<file path="src/rtl/alct_pkg.sv">
// ----------------------------------------------------------------------------
// alct_pkg: shared types, constants and helpers for the time counter
// Holds the clock state record, the unit select codes, the modulus limits
// and the seven-segment decode used by the display encoders.
// ----------------------------------------------------------------------------
`timescale 1ns / 1ps
`default_nettype none

package alct_pkg;

  localparam int SecW  = 6;
  localparam int MinW  = 6;
  localparam int HourW = 5;
  localparam int SegW  = 7;
  localparam int DigW  = 4;
  localparam int TensW = 3;

  // Last value of each count before it wraps to zero, and the alarm second bound
  localparam logic [SecW-1:0]  SecLast  = SecW'(59);
  localparam logic [MinW-1:0]  MinLast  = MinW'(59);
  localparam logic [HourW-1:0] HourLast = HourW'(23);
  localparam logic [SecW-1:0]  AlarmSecLimit = SecW'(30);

  typedef enum logic [1:0] {
    UNIT_SEC  = 2'd0,
    UNIT_MIN  = 2'd1,
    UNIT_HOUR = 2'd2
  } unit_t;

  typedef enum logic {
    OP_TICK = 1'b0,
    OP_SET  = 1'b1
  } op_t;

  typedef enum logic {
    CFG_ALARM_HOUR   = 1'b0,
    CFG_ALARM_MINUTE = 1'b1
  } cfg_idx_t;

  typedef struct packed {
    logic [SecW-1:0]  sec;
    logic [MinW-1:0]  min;
    logic [HourW-1:0] hour;
    logic             stalled;
    logic [1:0]       unit;
    logic             alarm;
  } clk_state_t;

  // Active-low codes, bit 0 = segment a, bit 6 = segment g
  localparam logic [SegW-1:0] SEG_CODE [10] = '{
    7'b1000000, 7'b1111001, 7'b0100100, 7'b0110000, 7'b0011001,
    7'b0010010, 7'b0000010, 7'b1111000, 7'b0000000, 7'b0011000
  };

  // Saturate at nine for codes that are not decimal digits
  function automatic logic [SegW-1:0] seg_of(input logic [DigW-1:0] d);
    logic [DigW-1:0] dd;
    begin
      dd = (d > DigW'(9)) ? DigW'(9) : d;
      seg_of = SEG_CODE[dd];
    end
  endfunction

  function automatic logic [TensW-1:0] tens_of(input logic [SecW-1:0] v);
    logic [TensW-1:0] t;
    begin
      if (v >= SecW'(60))      t = TensW'(6);
      else if (v >= SecW'(50)) t = TensW'(5);
      else if (v >= SecW'(40)) t = TensW'(4);
      else if (v >= SecW'(30)) t = TensW'(3);
      else if (v >= SecW'(20)) t = TensW'(2);
      else if (v >= SecW'(10)) t = TensW'(1);
      else                     t = TensW'(0);
      tens_of = t;
    end
  endfunction

endpackage

`default_nettype wire

</file>
<file path="src/rtl/alct_disp.sv">
// ----------------------------------------------------------------------------
// alct_disp: two-digit seven-segment encoder
// Splits a count into tens and ones and maps both to active-low codes.
// ----------------------------------------------------------------------------
`timescale 1ns / 1ps
`default_nettype none

module alct_disp (
  input  wire logic [alct_pkg::SecW-1:0] value,
  output logic      [alct_pkg::SegW-1:0] ones_seg,
  output logic      [alct_pkg::SegW-1:0] tens_seg
);

  logic [alct_pkg::TensW-1:0] tens;
  logic [alct_pkg::SecW-1:0]  tens_x10;
  logic [alct_pkg::SecW-1:0]  ones;

  always_comb begin
    tens     = alct_pkg::tens_of(value);
    // tens * 10 as (tens << 3) + (tens << 1)
    tens_x10 = alct_pkg::SecW'({tens, 3'b000}) + alct_pkg::SecW'({tens, 1'b0});
    ones     = value - tens_x10;
    ones_seg = alct_pkg::seg_of(ones[alct_pkg::DigW-1:0]);
    tens_seg = alct_pkg::seg_of(alct_pkg::DigW'(tens));
  end

endmodule

`default_nettype wire

</file>
<file path="src/rtl/alct_core.sv">
// ----------------------------------------------------------------------------
// alct_core: time of day state and its update
// Holds the counts, stall flag, unit select and alarm level, and computes
// the state that follows an accepted item.
// ----------------------------------------------------------------------------
`timescale 1ns / 1ps
`default_nettype none

module alct_core (
  input  wire logic                   clk,
  input  wire logic                   rst_n,
  input  wire logic                   accept,
  input  wire logic                   opcode,
  input  wire logic                   alarm_switch,
  input  wire logic [alct_pkg::HourW-1:0] alarm_hour,
  input  wire logic [alct_pkg::MinW-1:0]  alarm_minute,
  output alct_pkg::clk_state_t        st_nxt
);

  alct_pkg::clk_state_t st_r;
  alct_pkg::clk_state_t adv;
  logic                 sec_wrap;
  logic                 min_wrap;

  // Time advanced by one second with cascaded wraps, and the alarm level for it
  always_comb begin
    adv      = st_r;
    sec_wrap = (st_r.sec >= alct_pkg::SecLast);
    min_wrap = (st_r.min >= alct_pkg::MinLast);
    adv.sec  = sec_wrap ? '0 : st_r.sec + alct_pkg::SecW'(1);
    if (sec_wrap) begin
      adv.min = min_wrap ? '0 : st_r.min + alct_pkg::MinW'(1);
      if (min_wrap) begin
        adv.hour = (st_r.hour >= alct_pkg::HourLast) ? '0
                                                     : st_r.hour + alct_pkg::HourW'(1);
      end
    end
    adv.alarm = alarm_switch && (adv.hour == alarm_hour) &&
                (adv.min == alarm_minute) && (adv.sec < alct_pkg::AlarmSecLimit);
  end

  always_comb begin
    st_nxt = st_r;
    case (alct_pkg::op_t'(opcode))
      alct_pkg::OP_TICK: begin
        // hold everything while stalled
        if (!st_r.stalled) begin
          st_nxt = adv;
        end
      end
      alct_pkg::OP_SET: begin
        st_nxt.alarm = 1'b0;
        if (!st_r.stalled) begin
          st_nxt.stalled = 1'b1;
        end else if (st_r.unit == alct_pkg::UNIT_SEC) begin
          st_nxt.unit = alct_pkg::UNIT_MIN;
        end else if (st_r.unit == alct_pkg::UNIT_MIN) begin
          st_nxt.unit = alct_pkg::UNIT_HOUR;
        end else begin
          st_nxt.unit    = alct_pkg::UNIT_SEC;
          st_nxt.stalled = 1'b0;
        end
      end
      default: st_nxt = st_r;
    endcase
  end

  always_ff @(posedge clk) begin
    if (!rst_n) begin
      st_r <= '0;
    end else if (accept) begin
      st_r <= st_nxt;
    end
  end

endmodule

`default_nettype wire

</file>
<file path="src/rtl/alarm_clock_time_counter.sv">
// ----------------------------------------------------------------------------
// alarm_clock_time_counter: time of day counter with alarm and display codes
// ----------------------------------------------------------------------------
// Input channel (in_valid/in_ready): in_opcode selects a one-second tick (0)
// or a set press (1); in_alarm_switch arms the alarm. Every accepted item
// yields one result item on the output channel (out_valid/out_ready) with
// six active-low digit codes of the updated time, the alarm drive, the
// setting mode flag and the selected unit.
// Configuration channel (cfg_valid/cfg_ready, always ready): index 0 writes
// the alarm hour, index 1 the alarm minute.
// Latency: the result is valid the cycle after the item is accepted.
// Throughput: one item per cycle while the receiver keeps up; the state update and the digit decode
// sit between the state registers and the result register.
// When the receiver stalls, the result holds and in_ready stays high only
// if the result register is empty.
// Reset (rst_n low, synchronous) clears the time to 00:00:00, running,
// seconds selected, alarm silent, alarm time 00:00, and empties the result.
// ----------------------------------------------------------------------------
`timescale 1ns / 1ps
`default_nettype none

module alarm_clock_time_counter (
  input  wire logic                       clk,
  input  wire logic                       rst_n,
  input  wire logic                       in_valid,
  output logic                            in_ready,
  input  wire logic                       in_opcode,
  input  wire logic                       in_alarm_switch,
  output logic                            out_valid,
  input  wire logic                       out_ready,
  output logic [alct_pkg::SegW-1:0]       out_sec_ones_seg,
  output logic [alct_pkg::SegW-1:0]       out_sec_tens_seg,
  output logic [alct_pkg::SegW-1:0]       out_min_ones_seg,
  output logic [alct_pkg::SegW-1:0]       out_min_tens_seg,
  output logic [alct_pkg::SegW-1:0]       out_hour_ones_seg,
  output logic [alct_pkg::SegW-1:0]       out_hour_tens_seg,
  output logic                            out_alarm_sound,
  output logic                            out_setting_mode,
  output logic [1:0]                      out_selected_unit,
  input  wire logic                       cfg_valid,
  output logic                            cfg_ready,
  input  wire logic                       cfg_index,
  input  wire logic [alct_pkg::MinW-1:0]  cfg_data
);

  logic                         in_accept;
  logic                         out_valid_r;
  logic [alct_pkg::HourW-1:0]   alarm_hour_r;
  logic [alct_pkg::MinW-1:0]    alarm_minute_r;
  alct_pkg::clk_state_t         st_nxt;
  logic [alct_pkg::SegW-1:0]    so_seg, st_seg, mo_seg, mt_seg, ho_seg, ht_seg;

  assign in_ready  = !out_valid_r || out_ready;
  assign in_accept = in_valid && in_ready;
  assign cfg_ready = 1'b1;
  assign out_valid = out_valid_r;

  always_ff @(posedge clk) begin
    if (!rst_n) begin
      alarm_hour_r   <= '0;
      alarm_minute_r <= '0;
    end else if (cfg_valid) begin
      case (alct_pkg::cfg_idx_t'(cfg_index))
        alct_pkg::CFG_ALARM_HOUR:   alarm_hour_r   <= cfg_data[alct_pkg::HourW-1:0];
        alct_pkg::CFG_ALARM_MINUTE: alarm_minute_r <= cfg_data;
        default: ;
      endcase
    end
  end

  alct_core u_core (
    .clk          (clk),
    .rst_n        (rst_n),
    .accept       (in_accept),
    .opcode       (in_opcode),
    .alarm_switch (in_alarm_switch),
    .alarm_hour   (alarm_hour_r),
    .alarm_minute (alarm_minute_r),
    .st_nxt       (st_nxt)
  );

  alct_disp u_disp_sec (
    .value    (st_nxt.sec),
    .ones_seg (so_seg),
    .tens_seg (st_seg)
  );

  alct_disp u_disp_min (
    .value    (st_nxt.min),
    .ones_seg (mo_seg),
    .tens_seg (mt_seg)
  );

  alct_disp u_disp_hour (
    .value    (alct_pkg::SecW'(st_nxt.hour)),
    .ones_seg (ho_seg),
    .tens_seg (ht_seg)
  );

  always_ff @(posedge clk) begin
    if (!rst_n) begin
      out_valid_r <= 1'b0;
    end else if (in_accept) begin
      out_valid_r <= 1'b1;
    end else if (out_ready) begin
      out_valid_r <= 1'b0;
    end
  end

  always_ff @(posedge clk) begin
    if (in_accept) begin
      out_sec_ones_seg  <= so_seg;
      out_sec_tens_seg  <= st_seg;
      out_min_ones_seg  <= mo_seg;
      out_min_tens_seg  <= mt_seg;
      out_hour_ones_seg <= ho_seg;
      out_hour_tens_seg <= ht_seg;
      out_alarm_sound   <= st_nxt.alarm;
      out_setting_mode  <= st_nxt.stalled;
      out_selected_unit <= st_nxt.unit;
    end
  end

`ifndef SYNTHESIS
  // the alarm is cleared on entering stall and never raised while stalled
  a_alarm_not_stalled: assert property (@(posedge clk) disable iff (!rst_n)
    out_valid |-> !(out_alarm_sound && out_setting_mode))
    else $error("alarm sounding while stalled");

  // a running clock always shows seconds selected
  a_run_unit_sec: assert property (@(posedge clk) disable iff (!rst_n)
    (out_valid && !out_setting_mode) |-> (out_selected_unit == alct_pkg::UNIT_SEC))
    else $error("unit selected while running");

  // a set press silences the alarm in its result
  a_press_silences: assert property (@(posedge clk) disable iff (!rst_n)
    (rst_n && in_valid && in_ready && in_opcode) |=> !out_alarm_sound)
    else $error("alarm still sounding after set press");
`endif

endmodule

`default_nettype wire

</file>
<file path="config.mk">
export PLATFORM = sky130hd
export DESIGN_NAME = alarm_clock_time_counter
export DESIGN_NICKNAME = d
export VERILOG_FILES = /design/src/rtl/alct_pkg.sv /design/src/rtl/alct_disp.sv /design/src/rtl/alct_core.sv /design/src/rtl/alarm_clock_time_counter.sv
export SDC_FILE = /design/constraint.sdc
export NUM_CORES = 1
export LEC_CHECK = 0
export BUFFER_PORTS_ARGS = -buffer_cell sky130_fd_sc_hd__buf_4
export CORE_AREA = 2 2 73 145
export CTS_CLUSTER_SIZE = 24
export DETAILED_ROUTE_END_ITERATION = 6
export DIE_AREA = 0 0 75 147
export GPL_TIMING_DRIVEN = 1
export HOLD_SLACK_MARGIN = 0.15
export PLACE_DENSITY = 0.74
export SLEW_MARGIN = 20
export SYNTH_ARGS = -nofsm -noshare
export SYNTH_HDL_FRONTEND = slang
export SYNTH_SLANG_ARGS = --single-unit
export TNS_END_PERCENT = 100
</file>
<file path="constraint.sdc">
create_clock -name clk -period 5.8 [get_ports clk]
set_input_delay 0.29 -clock clk [delete_from_list [all_inputs] [get_ports clk]]
set_output_delay 0.29 -clock clk [all_outputs]
set_load 0.01 [all_outputs]
</file>
* After elaboration in Yosys (flattened, before gate mapping)
Memories as Yosys holds them, arrays and structs flattened. A register that Yosys moved wholly into a read port is not among the register bits.
Index checks and enable logic that the tools add are counted.
Widths: inputs -> output; s select.
** Word-level totals
- Word-level logic and storage cells :: 116
- Memories kept :: 6
- Output and inout bits :: 49
- Latch bits :: 0
- Bits in writable memories :: 0
- Flip-flop bits (word level) :: 37
- ROM bits :: 672
- Input bits :: 14
** Memories
- (no name shown) :: depth 16, bits a word 7, read ports 1, clocked after memory_dff 1, write ports 0, line alct_pkg.sv:60 : seg_of = SEG_CODE[dd];
- (no name shown) :: depth 16, bits a word 7, read ports 1, clocked after memory_dff 1, write ports 0, line alct_pkg.sv:60
- (no name shown) :: depth 16, bits a word 7, read ports 1, clocked after memory_dff 1, write ports 0, line alct_pkg.sv:60
- (no name shown) :: depth 16, bits a word 7, read ports 1, clocked after memory_dff 1, write ports 0, line alct_pkg.sv:60
- (no name shown) :: depth 16, bits a word 7, read ports 1, clocked after memory_dff 1, write ports 0, line alct_pkg.sv:60
- (no name shown) :: depth 16, bits a word 7, read ports 1, clocked after memory_dff 1, write ports 0, line alct_pkg.sv:60
** Operators by class
- Multipliers :: 0
- Magnitude comparators :: 28
- Muxes and demuxes :: 40
- Bitwise operators :: 8
- Add/sub/neg operators :: 9
- Equal/unequal tests :: 3
- Reductions and logical operators :: 10
- Divide/modulo/power cells :: 0
- Shifts and indexed selects :: 0
** Operator list (count)
- $ge 6x6->1 const B :: 8
- $mux 3 :: 15
- $not 4->5 :: 6
- $ge 6x5->1 const B :: 4
- $mux 4 :: 6
- $mux 21 :: 1
- $ge 5x6->1 const B :: 3
- $mux 17 :: 1
- $ge 5x5->1 const B :: 3
- $add 4x4->4 :: 3
- $add 6x1->6 const B :: 2
- $ge 6x4->1 const B :: 2
- $gt 3x4->1 const B :: 3
- $gt 4x4->1 const B :: 3
- $mux 6 :: 2
- $sub 4x4->4 :: 3
- $mux 11 :: 1
- $mux 5 :: 2
- $mux 1 :: 8
- $pmux 4 s2 :: 1
- $eq 6x6->1 :: 1
- $lt 6x5->1 const B :: 1
- $mux 2 :: 3
- $add 5x1->5 const B :: 1
- other kinds (10) :: 15

* Depth between registers and ports, before layout
- Depth in word-level cells :: 22
- Gate-level depth with buffers :: 20
- Depth with buffers taken out :: 18

* Hierarchy
From an unflattened synthesis, not the netlist that was laid out.
** Unflattened totals
- Cell total of the unflattened synthesis :: 614
- Area, all modules :: 5684.2 um^2
** By module, submodules not included
- alarm_clock_time_counter :: seq. area each 1621.6 um^2, area each 1878.1 um^2, instances 1, cells each 99
- alct_core :: seq. area each 420.4 um^2, area each 1843.0 um^2, instances 1, cells each 249
- alct_disp (u_disp_min) :: seq. area each 0.0 um^2, area each 683.2 um^2, instances 1, cells each 96
- alct_disp (u_disp_hour) :: seq. area each 0.0 um^2, area each 645.6 um^2, instances 1, cells each 82
- alct_disp (u_disp_sec) :: seq. area each 0.0 um^2, area each 634.4 um^2, instances 1, cells each 88

* Worst setup path after synthesis
No wires, ideal clock.
- Kind :: flip-flop to flip-flop
- Start :: register u_core.st_r[15] (netlist name)
- End :: register out_min_ones_seg[3] (netlist name) (data pin)
- Buffers on the path :: 2
- Setup time :: 0.262 ns
- Clock period less this slack :: 4.210 ns
- Arrival :: 3.948 ns
- Setup slack :: 1.590 ns
- Cell stages (with the launch flop) :: 20
- Data required time :: 5.538 ns
- Cell sequence :: dfxtp_1 ha_1 buf_2 o21a_1 nand2_2 o21ai_1 clkinv_1 a21oi_1 a21oi_1 o22ai_1 ha_1 and2_1 a32o_2 nor4_4 nor2_2 buf_6 or2_1 ha_1 o21ai_0 mux2_1
** Between the ends
- Word-level cells in the longest chain between the ends :: 16
- Elaborated cells between the ends (all ways) :: 21
- Those cells by class :: 2 x add/sub; 8 x order compare; 10 x mux; 1 x bitwise
** RTL lines
- start, declared :: line alct_core.sv:20 : alct_pkg::clk_state_t st_r;
- start signal, assigned :: line alct_core.sv:72 : st_r <= st_nxt;
- $ge 6x6->1 (*) :: line alct_core.sv:28 : sec_wrap = (st_r.sec >= alct_pkg::SecLast);
- $mux 11 (*) :: line alct_core.sv:31 : if (sec_wrap) begin
- $mux 21 (*) :: line alct_core.sv:47 : if (!st_r.stalled) begin
- $mux 17 (*) :: line alct_core.sv:44 : case (alct_pkg::op_t'(opcode))
- $ge 6x4->1 :: line alct_pkg.sv:72 : else if (v >= SecW'(10)) t = TensW'(1);
- $mux 1 :: line alct_pkg.sv:72
- $mux 3 :: line alct_pkg.sv:71 : else if (v >= SecW'(20)) t = TensW'(2);
- $mux 3 :: line alct_pkg.sv:70 : else if (v >= SecW'(30)) t = TensW'(3);
- $mux 3 :: line alct_pkg.sv:69 : else if (v >= SecW'(40)) t = TensW'(4);
- $mux 3 :: line alct_pkg.sv:68 : else if (v >= SecW'(50)) t = TensW'(5);
- $mux 3 :: line alct_pkg.sv:67 : if (v >= SecW'(60)) t = TensW'(6);
- $add 4x4->4 :: line alct_disp.sv:21 : tens_x10 = alct_pkg::SecW'({tens, 3'b000}) + alct_pkg::SecW'({tens, 1'b0});
- $sub 4x4->4 (*) :: line alct_disp.sv:22 : ones = value - tens_x10;
- $gt 4x4->1 :: line alct_pkg.sv:59 : dd = (d > DigW'(9)) ? DigW'(9) : d;
- $mux 4 (*) :: line alct_pkg.sv:59
- $not 4->5 (implied by the code) (*) :: line alct_pkg.sv:60
- end, declared :: line alarm_clock_time_counter.sv:33 : output logic [alct_pkg::SegW-1:0] out_min_ones_seg,
Every way passes the cells marked *; elsewhere a longest branch is shown, timed or not.
A chain may end at the register's enable or synchronous reset.

* Worst setup path after layout
- Start :: register u_core.st_r[18] (netlist name)
- End :: register out_min_ones_seg[3] (netlist name) (data pin)
Same word-level chain as after synthesis.

==> summary.md <==
| Metric | Value |
|---|---|
| Worst slew margin relative to its limit | 0.372 |
| Post-synth top cells | nand2_1, a21oi_1, nor2_1, edfxtp_1, ha_1 |
| Leak | 2.44 nW |
| CP max FO | 15 |
| Global placer's final weighted congestion | around 0.95 |
| Fillers | 864 |
| DRT antenna net count | 0 |
| PD cells | between 200 and 300 mW/mm^2 |
| Post-DP HPWL | 7900 um |
| Vias/cell | 5.83 |
| Period utilisation layout | 0.867 |
| EDFF count, synth | 44 |
| Max_cap viols | 0 |
| DP Cell Count | 748 |
| H-Tree Level Count | 3 |
| Syn avg cell area | 9.12 um^2 |
| Critical Path AT | 5.12 ns |
| Worst-path clk slew | about 0.06 ns |
| FMAX | 199 MHz |
| Worst EP required | approximately 5.9 ns |
| Leading area contributor after synthesis | edfxtp_1 |
| Initial antenna violation count | 0 |
| Vias post-DR | 4452 |
| Hold WC Path Type | in2reg |
| Ranking of synthesized cells by area | edfxtp_1, dfxtp_1, ha_1, a21oi_1, nand2_1 |
| Pins Over Slew Limit | 0 |
| Root buffer cell | clkbuf_16 |
| Area grow syn2layout | 14.3% |
| Initial DRC Count | 355 |
| CTS tree | built |
| Synth Flop Type | edfxtp_1 |
| Post-route minimum period | 5.03 ns |
| Count leader, synth | nand2_1 |
| Residual DRC | 0 |
| First-pass iteration count of the detailed router | 5 |
| Crit Path Class | reg2reg |
| Final Cell Area | 0.00608 mm^2 |
| Asr flop ratio synth | 0 |
| Hold-fix buffer count after cts | 0 |
| GR Util All Layers | 0.209 |
| Largest net degree at the start of global routing | 65 |
| Warnings, synthesis | 0 |
| Setup crit end kind | flip-flop |
| RSZ-0062 raised after global routing | false |
| ANT cells | 0 |
| Endpoints failing setup | 0 |
| VDD IR max | 0.000192 V |
| Vias in the first global route | 4026 |
| Worst-Skew Late Latency | 0.34 ns |
| Count of input and output buffers | 60 |
| Final hold slack | 0.193 ns |
| Number of synthesized register bits | 77 |
| Setup TNS | 0 ns |
| Synth Instances | 583 |
| Layout Cells excl Fill | 764 |
| Starting density of the core | 0.534 |
| CP startpoint kind | flip-flop |
| Fin nets | 673 |
| CTS resizes | 0 |
| Status | completed |
| Sequential area share after synthesis | 0.373 |
| Wire per inst | 14.6 um |
| Core ar. | roughly 0.01 mm^2 |
| Slew @ Worst Pin | 0.936 ns |
| Die area | ~0.011 mm^2 |
| Total wire length | 11200 um |
| Clk buf depth | 2 |
| CTS Buf Count | 9 |
| Final hold vios | 0 |
| Die Ht | approximately 150 um |
| Final Skew | 0.00478 ns |
| Synth Cell Area | 0.00532 mm^2 |
| Placed cell areas | about 0.0058 mm^2 |
| Die width | 75 um |
| First-pass GRT wire length | 18500 um |
| IO Count | 63 |
| Fraction of layout cells with a size suffix above 1 | 0.176 |
| Mapped Nets | between 600 and 700 |
| Sink Count | slightly below 80 |
| Synth top area share | 0.248 |
| Post-CTS Setup Bufs | 0 |
| Row count | 52 |
| Remaining global-route overflow | 0 |
| Power after layout | 1.70 mW |
| Synth cell types | 89 |
==> per-layer routing <==
layer,track usage,part of all wire,up-vias
li1,-,-,2224
met1,0.274,0.43,2119
met2,0.339,0.52,97
met3,0.0343,0.037,12
met4,0.0768,0.015,0
met5,0,0,-
==> sequential cells by signal, summed over array words and instances (netlist names) <==
| register | count |
|---|---|
| alarm_hour_r | 5 |
| alarm_minute_r | 6 |
| out_alarm_sound | 1 |
| out_hour_ones_seg | 7 |
| out_hour_tens_seg | 5 |
| out_min_ones_seg | 7 |
| out_min_tens_seg | 7 |
| out_sec_ones_seg | 7 |
| out_sec_tens_seg | 7 |
| out_selected_unit | 2 |
| out_setting_mode | 1 |
| out_valid | 1 |
| u_core.adv | 3 |
| u_core.st_r | 18 |
==> cell usage in the layout, fill, tap and decap left out, drive strengths merged, types with 16 or more instances in the layout <==
cell type / netlist / routed
nand2: 65 / 65
buf: 17 / 63
a21oi: 58 / 58
nor2: 55 / 55
edfxtp: 44 / 44
ha: 35 / 35
dfxtp: 33 / 33
inv: 25 / 25
o21ai: 24 / 24
a211oi: 19 / 19
xnor2: 16 / 16
nor3: 16 / 16
==> per-stage QoR <==
step	util	setup WS, ns
after global routing	0.611	0.379
final	0.611	0.773
after global placement	0.580	1.13
after CTS	0.611	0.827
after floorplan	-	1.59
after detailed placement	0.580	0.885
==> power by group <==
part           internal [mW]  switching, mW  total, mW
sequential             0.644         0.0345      0.679
combinational          0.187          0.252      0.439
clock                  0.374          0.212      0.586
==> critical path, stage by stage (launching register included) <==
cell and delay [ns]:
dfxtp_1 0.69, and4bb_1 0.46, nand2_2 0.22, o21ai_1 0.28, clkinv_1 0.28, a21oi_1 0.21
a21oi_1 0.06, o22ai_1 0.30, ha_1 0.36, and2_1 0.16, a32o_2 0.25, o31a_1 0.26
nor2_2 0.34, a21boi_1 0.20, ha_1 0.34, o21ai_0 0.09, mux2_1 0.29
==> kinds of logic after synthesis <==
logic type | Yosys count | synth area share
AND/OR/NAND/NOR | 193 | 0.181
AO/OA/AOI/OAI | 177 | 0.238
flip-flops | 77 | 0.373
buffers and inverters | 60 | 0.0541
adder cells (fa/ha/maj) | 36 | 0.0842
XOR/XNOR | 24 | 0.0409
multiplexers | 14 | 0.0273
other | 2 | 0.00141
==> area by class of cell <==
class | instances | area, um^2 | area share
Timing Repair Buffer | 63 | 473 | 0.0778
Inverter | 27 | 101 | 0.0167
Tap cell | 135 | 169 | 0.0278
Sequential cell | 77 | 1980 | 0.326
Clock inverter | 5 | 75.1 | 0.0123
Clock buffer | 11 | 233 | 0.0383
Multi-Input combinational cell | 446 | 3050 | 0.501
==> worst paths after layout <==
check / start / end / slack [ns] / cells past startpoint
worst max-delay path: u_core.st_r[18]$_SDFFE_PN0P_ / out_min_ones_seg[3]$_DFFE_PP_ / 0.77 / 16
worst min-delay path: rst_n / u_core.st_r[0]$_SDFFE_PN0P_ / 0.19 / 2
worst max register to register: u_core.st_r[18]$_SDFFE_PN0P_ / out_min_ones_seg[3]$_DFFE_PP_ / 0.77 / 16
worst min register to register: alarm_minute_r[4]$_SDFFE_PN0P_ / alarm_minute_r[4]$_SDFFE_PN0P_ / 0.47 / 2
Power figures use the tool's default switching activity.
